===== src/rtl/segi_pkg.sv =====
// Shared types, widths and helpers for the segment intersection pipeline.
// No dependencies.
package segi_pkg;

    localparam int CW = 32;   // coordinate width
    localparam int DW = 33;   // coordinate difference width
    localparam int PW = 66;   // product of two differences
    localparam int XW = 67;   // cross product width
    localparam int QW = 41;   // quotient bits, one per divider cell
    localparam int RW = 110;  // remainder / shifted divisor width

    localparam logic [1:0] ST_NONE    = 2'd0;
    localparam logic [1:0] ST_POINT   = 2'd1;
    localparam logic [1:0] ST_OVERLAP = 2'd2;

    typedef struct packed {
        logic signed [CW-1:0] a_x1;
        logic signed [CW-1:0] a_y1;
        logic signed [CW-1:0] a_x2;
        logic signed [CW-1:0] a_y2;
        logic signed [CW-1:0] b_x1;
        logic signed [CW-1:0] b_y1;
        logic signed [CW-1:0] b_x2;
        logic signed [CW-1:0] b_y2;
    } seg_in_t;

    typedef struct packed {
        logic [1:0]           status;
        logic signed [CW-1:0] cross_x;
        logic signed [CW-1:0] cross_y;
    } seg_out_t;

    typedef struct packed {
        logic [1:0]           status;
        logic [XW-1:0]        tn;
        logic [XW-1:0]        den;
        logic signed [CW-1:0] ax1;
        logic signed [CW-1:0] ay1;
        logic signed [DW-1:0] dxa;
        logic signed [DW-1:0] dya;
    } front_word_t;

    typedef struct packed {
        logic [1:0]           status;
        logic signed [CW-1:0] ax1;
        logic signed [CW-1:0] ay1;
        logic                 neg_x;
        logic                 neg_y;
    } div_side_t;

    typedef struct packed {
        logic [RW-1:0] rem_x;
        logic [RW-1:0] rem_y;
        logic [RW-1:0] dvs;
        logic [QW-1:0] q_x;
        logic [QW-1:0] q_y;
        div_side_t     side;
    } div_word_t;

    function automatic logic in_box(
        input logic signed [CW-1:0] px, input logic signed [CW-1:0] py,
        input logic signed [CW-1:0] x1, input logic signed [CW-1:0] y1,
        input logic signed [CW-1:0] x2, input logic signed [CW-1:0] y2);
        logic signed [CW-1:0] lx, hx, ly, hy;
        lx = (x1 < x2) ? x1 : x2;
        hx = (x1 < x2) ? x2 : x1;
        ly = (y1 < y2) ? y1 : y2;
        hy = (y1 < y2) ? y2 : y1;
        return (px >= lx) && (px <= hx) && (py >= ly) && (py <= hy);
    endfunction

    function automatic logic signed [CW-1:0] sat32(input logic signed [CW+10:0] v);
        logic signed [CW+10:0] hi, lo;
        hi = (CW+11)'(33'sd2147483647);
        lo = -(CW+11)'(33'sd2147483648);
        if (v > hi) return hi[CW-1:0];
        if (v < lo) return lo[CW-1:0];
        return v[CW-1:0];
    endfunction

endpackage


===== src/rtl/segi_div_cell.sv =====
// One restoring-division cell: resolves one quotient bit for both lanes.
// Depends on segi_pkg.
module segi_div_cell import segi_pkg::*; (
    input  logic      aclk,
    input  logic      aresetn,
    input  logic      en,
    input  logic      in_valid,
    input  div_word_t in_word,
    output logic      out_valid,
    output div_word_t out_word
);

    logic      valid_reg;
    div_word_t word_reg, word_next;
    logic      ge_x, ge_y;

    always_comb begin
        ge_x = in_word.rem_x >= in_word.dvs;
        ge_y = in_word.rem_y >= in_word.dvs;
        word_next       = in_word;
        word_next.rem_x = ge_x ? in_word.rem_x - in_word.dvs : in_word.rem_x;
        word_next.rem_y = ge_y ? in_word.rem_y - in_word.dvs : in_word.rem_y;
        word_next.q_x   = {in_word.q_x[QW-2:0], ge_x};
        word_next.q_y   = {in_word.q_y[QW-2:0], ge_y};
        word_next.dvs   = in_word.dvs >> 1;  // advance to the next lower bit
    end

    always_ff @(posedge aclk) begin
        if (!aresetn) valid_reg <= 1'b0;
        else if (en)  valid_reg <= in_valid;
    end

    always_ff @(posedge aclk) begin
        if (en) word_reg <= word_next;
    end

    assign out_valid = valid_reg;
    assign out_word  = word_reg;

endmodule


===== config.mk =====
export PLATFORM = sky130hd
export DESIGN_NAME = segi_div_cell
export DESIGN_NICKNAME = d
export VERILOG_FILES = /design/src/rtl/segi_pkg.sv /design/src/rtl/segi_div_cell.sv
export SDC_FILE = /design/constraint.sdc
export NUM_CORES = 1
export LEC_CHECK = 0
export BUFFER_PORTS_ARGS = -buffer_cell sky130_fd_sc_hd__buf_2
export CAP_MARGIN = 20
export CORE_AREA = 5 5 372 374
export CTS_CLUSTER_DIAMETER = 100
export DETAILED_ROUTE_END_ITERATION = 10
export DIE_AREA = 0 0 377 379
export PLACE_DENSITY = 0.52
export SYNTH_ARGS = -nofsm -noshare
export SYNTH_HDL_FRONTEND = slang
export SYNTH_SLANG_ARGS = --single-unit

===== constraint.sdc =====
create_clock -name aclk -period 8 [get_ports aclk]
set_input_delay 0.4 -clock aclk [delete_from_list [all_inputs] [get_ports aclk]]
set_output_delay 0.4 -clock aclk [all_outputs]
set_load 0.005 [all_outputs]

==> results list <==
* Outcome: complete, no violations
* Share of the yosys chip area belonging to registers: 0.4601
- In this run the power density over the cells is 195.8 nW/um^2.
- The sequential cells in the finished layout cover a total of between 10000 and 15000 um^2.
- In the finished design, the share of the clock period the worst path needs comes to 0.7512.
* Filler cell count: 14130
- Across all hold checks on the routed design, the worst slack comes to between 50 and 60 ps.
- Pins Over Slew Limit: 0
- CTS tree: built
* Startpoint Class: input pin
- Main synth FF type: edfxtp_1
- Final hold violation count: 0
* Gpl congestion: 0.9427
* Count of flip-flops with a built-in enable after synthesis: around 480
- Number of buffers added by the clock tree synthesis step: 61
- For the final routed database, the setup TNS stands at 0 ps.
- Measured against its own limit, the worst slew margin works out to 0.2454.
* Final count of negative-setup-slack endpoints: 0
* Buffer levels on the longest clock path: 3
- Number of placed instances, taps included: 5891
- Post-detailed-route count of antenna-violating nets: 0
- Die height: 379 um
* Slowest stage delay, CP: 720 ps
- For this run, global-route usage on met3 was measured as 0.05348.
- Clock power frac: 0.325
- Excluding fillers, the count of instances in the completed layout stands at 6294.
* Count of input and output buffers: 961
- Upper clock frequency limit: 0.1664 GHz
* Slowest library cell on the worst path: o211ai_1
* Signed area change from the synthesized netlist to the final layout: 36.42%
- Switching power as a share of total power: 0.3359
- The tool flagged a number of max-cap violations equal to 0.
- After the first detailed-routing iteration, the DRC count stood at around 2500.
* Clock transition at the register clock pins on the worst setup and hold paths after CTS: roughly 60 ps
- In this run the number of cells on the critical path is 15.
- Cell type contributing the most total cell area after synthesis: edfxtp_1
- The Yosys step of the flow raised 0 warnings.
- Summed over all layers, the global routing overflow is 0.
- Flip-flop and latch count after synthesis: between 400 and 500
- Total Nets Final: 5155
- The floorplan step defined a die boundary enclosing about 140000 um^2.
- For this design the total switching power over the nets is around 2.8 mW.
- The share of total power dissipated in combinational logic is 0.294.
- For this design, the sink count on the clock tree is 480.
- Post-synthesis average cell area: roughly 9.5 um^2
- By area the synthesized netlist is led by edfxtp_1, ha_1, a21oi_1.
- Most repeated library cell on the critical path: o21ai_0
* Share of final-layout standard cells stronger than drive strength 1: 0.2480
- Drt first pass iters: 6
- Antenna violations before repair: 38
* Clock Tree Root: clkbuf_16
- Row generation in the floorplan step produced 135 rows.
* Internal power summed over all cells: 5.555 mW
- From left edge to right edge, the die measures 377 um.
* RSZ-0062 raised after global routing: no
- The number of cells on the worst reg-to-reg path is 3.
- Type of the most critical hold path: input pin to flop
- The mapped netlist covers 31310 um^2.
- Period minus WS final: 6010 ps
- Critical-path cell list: dlygate4sd3_1 > buf_2 > inv_1 > ha_1 > a21o_1 > a311o_1 > a31oi_4 > o211ai_1 > a41oi_1 > o21ai_0 > o21ai_0 > nand3b_1 > o21bai_4 > buf_12 > mux2_2
* First-pass GRT wire length: 220600 um
* Maximum level of the CTS H-tree: 2
- At the placement stage, the worst setup path has a slack of 1757 ps.
- Arrival time of data at the critical path endpoint: 6430 ps
* Grt peak-use layer: met2
* Leakage: between 15 and 20 nW
* Hold path depth: 3
* Detail-routed net length per standard cell: approximately 26 um
- For this run, design rule violations remaining after detail routing come to 0.
* Crit Path Max Fanout: 124
* Vias: 30810
* Post-Syn Nets: 3987
- At the worst endpoint, the required time is 8420 ps.
- Worst path top cell family by delay: compound AO/OA/AOI/OAI gates
- Sum of net half-perimeters after detailed placement: 134700 um
* Multi-input combinational cell area: 15600 um^2
- Placeable core region: 134600 um^2
- Clock latency on the worst-skew pair, taken at its later pin, is 650 ps.
- The worst setup path is captured at a flop.
* Count of mapped cells out of synthesis: 3281
- The initial utilization of the core area, before any placement, comes to 0.2326.
- Top Ports: 965
- In this run, distinct cell masters in the synthesized netlist total 73.
- DR vias/cell: 4.895
- Share of synthesized flip-flops with an asynchronous set or reset: 0
* Post-route clock skew: 0 ps
- Slew at the pin closest to its max-slew limit: about 1100 ps
* Maximum number of pins on one net before global-route repair: 154
- Fraction of met1 tracks used by global routing: 0.2603
* Worst IR Drop VDD: 0.1730 mV
* Aggregate global-route resource usage: 0.2127
- The critical path contains buffers and inverters numbering 4 combined.
* Class of the most critical setup path: input pin to flop
- Sequential fraction of design power: 0.382
* Post-CTS Setup Bufs: 0
- Setup slack after layout: about 2000 ps
- Share of Yosys cell area claimed by the top area cell type: 0.4594
* GR met2 Demand/Resource: 0.3704
- The via count of the first global-routing pass was 30170.
* Total wire length after detailed routing: around 160000 um
## layout make-up
type / instances / share of cell area
multi-input combinational: 2465 / 0.3652
sequential: 480 / 0.3372
timing repair buffer: 1256 / 0.1829
tap: 1781 / 0.05217
clock buffer: 73 / 0.03679
inverter: 185 / 0.01626
clock inverter: 37 / 0.008466
antenna: 17 / 0.0009960
## power by group through the flow
stage | Combinational, mW | Clock, mW | Sequential (mW)
6_report | 2.46 | 2.71 | 3.19
4_1_cts | 2.46 | 2.81 | 3.19
3_5_place_dp | 2.33 | 0 | 3.24
2_1_floorplan | 1.18 | 0 | 3.27
3_3_place_gp | 2.33 | 0 | 3.24
5_1_grt | 2.65 | 2.90 | 3.21
## per-stage QoR
step	power, mW	util	instance area, um^2
final	8.365	0.3173	42710
after global routing	8.763	0.3170	42680
after CTS	8.467	0.3170	42670
after detailed placement	5.568	0.2821	37970
after global placement	5.570	0.2821	37970
after floorplan	4.452	-	31310
## what timing repair did
action                                 4_1_cts  5_1_grt
gates resized for setup                      0        0
endpoints found under the hold margin      275        0
hold buffers                               276        0
## logic make-up after synthesis
| kind of cell | share of synthesized area |
|---|---|
| AOI/OAI and AO/OA | 0.2076 |
| and+or+nand+nor | 0.1345 |
| DFF | 0.4601 |
| buffers and inverters | 0.04260 |
| adders and majority gates | 0.08920 |
| xor gates and xnor gates | 0.05847 |
| muxes | 0.007513 |
| other | 0.0001198 |
## state kept, by name, summed over array words and instances (netlist names)
name / flops
out_word: 479
out_valid: 1
## cells in the mapped netlist (4+ instances only)
library cell / number
mux2_2: 20
o211ai_1: 13
nand2_1: 266
a211o_1: 5
o221ai_1: 9
a211oi_1: 17
nand4_1: 104
a21boi_0: 16
o31ai_1: 19
nor4_1: 12
xor2_1: 85
nand2b_1: 18
or2_2: 12
buf_2: 46
a221oi_1: 8
and4_1: 9
a21oi_1: 516
nor2_1: 352
o22ai_1: 4
a31oi_1: 24
o21a_1: 25
o21ai_1: 6
edfxtp_1: 479
nor2b_1: 22
o21bai_1: 77
o41ai_1: 8
ha_1: 220
and3_1: 12
a221o_1: 6
clkbuf_1: 97
o21ai_0: 190
and2_1: 18
a31o_2: 4
or3_1: 16
nor3b_1: 4
nand3_1: 26
o2111ai_1: 5
xnor2_1: 124
a21o_1: 100
inv_1: 184
nor3_1: 47
## placed cells by master (no fill, tap or decap), types with 16 or more instances in the layout
cell,instances
nor2b_1,22
nor2_1,352
clkbuf_16,61
diode_2,17
a21oi_1,516
xor2_1,85
a211oi_1,17
mux2_2,20
nor3_1,47
a21boi_0,16
buf_2,960
nand3_1,26
nand4_1,104
and2_1,18
o21a_1,25
a31oi_1,24
edfxtp_1,479
or3_1,16
ha_1,220
o21ai_0,190
dlygate4sd3_1,276
inv_1,184
o31ai_1,19
o21bai_1,76
nand2_1,266
xnor2_1,124
a21o_1,100
nand2b_1,18
## worst reg2reg max path, stage by stage, from the launching register on
cell and delay [ps]:
dfxtp_1 320, mux2i_1 150, nor2b_1 60, dlygate4sd3_1 550
## path summary, 6_finish.rpt
check | startpoint | to | slack, ps
worst min-delay path | in_word[479] | out_word[479] | 60
worst max register to register | out_valid | out_valid | 6800
worst max-delay path | in_word[152] | out_word[285] | 1990
worst min register to register | out_valid | out_valid | 1110
## layer usage
metal  up-vias  part of all wire
li1      14470                 -
met1     14900              0.41
met2      1218              0.48
met3       201             0.078
met4        24             0.031
met5         -           0.00090
No activity file was read; power rests on OpenSTA's default activity.
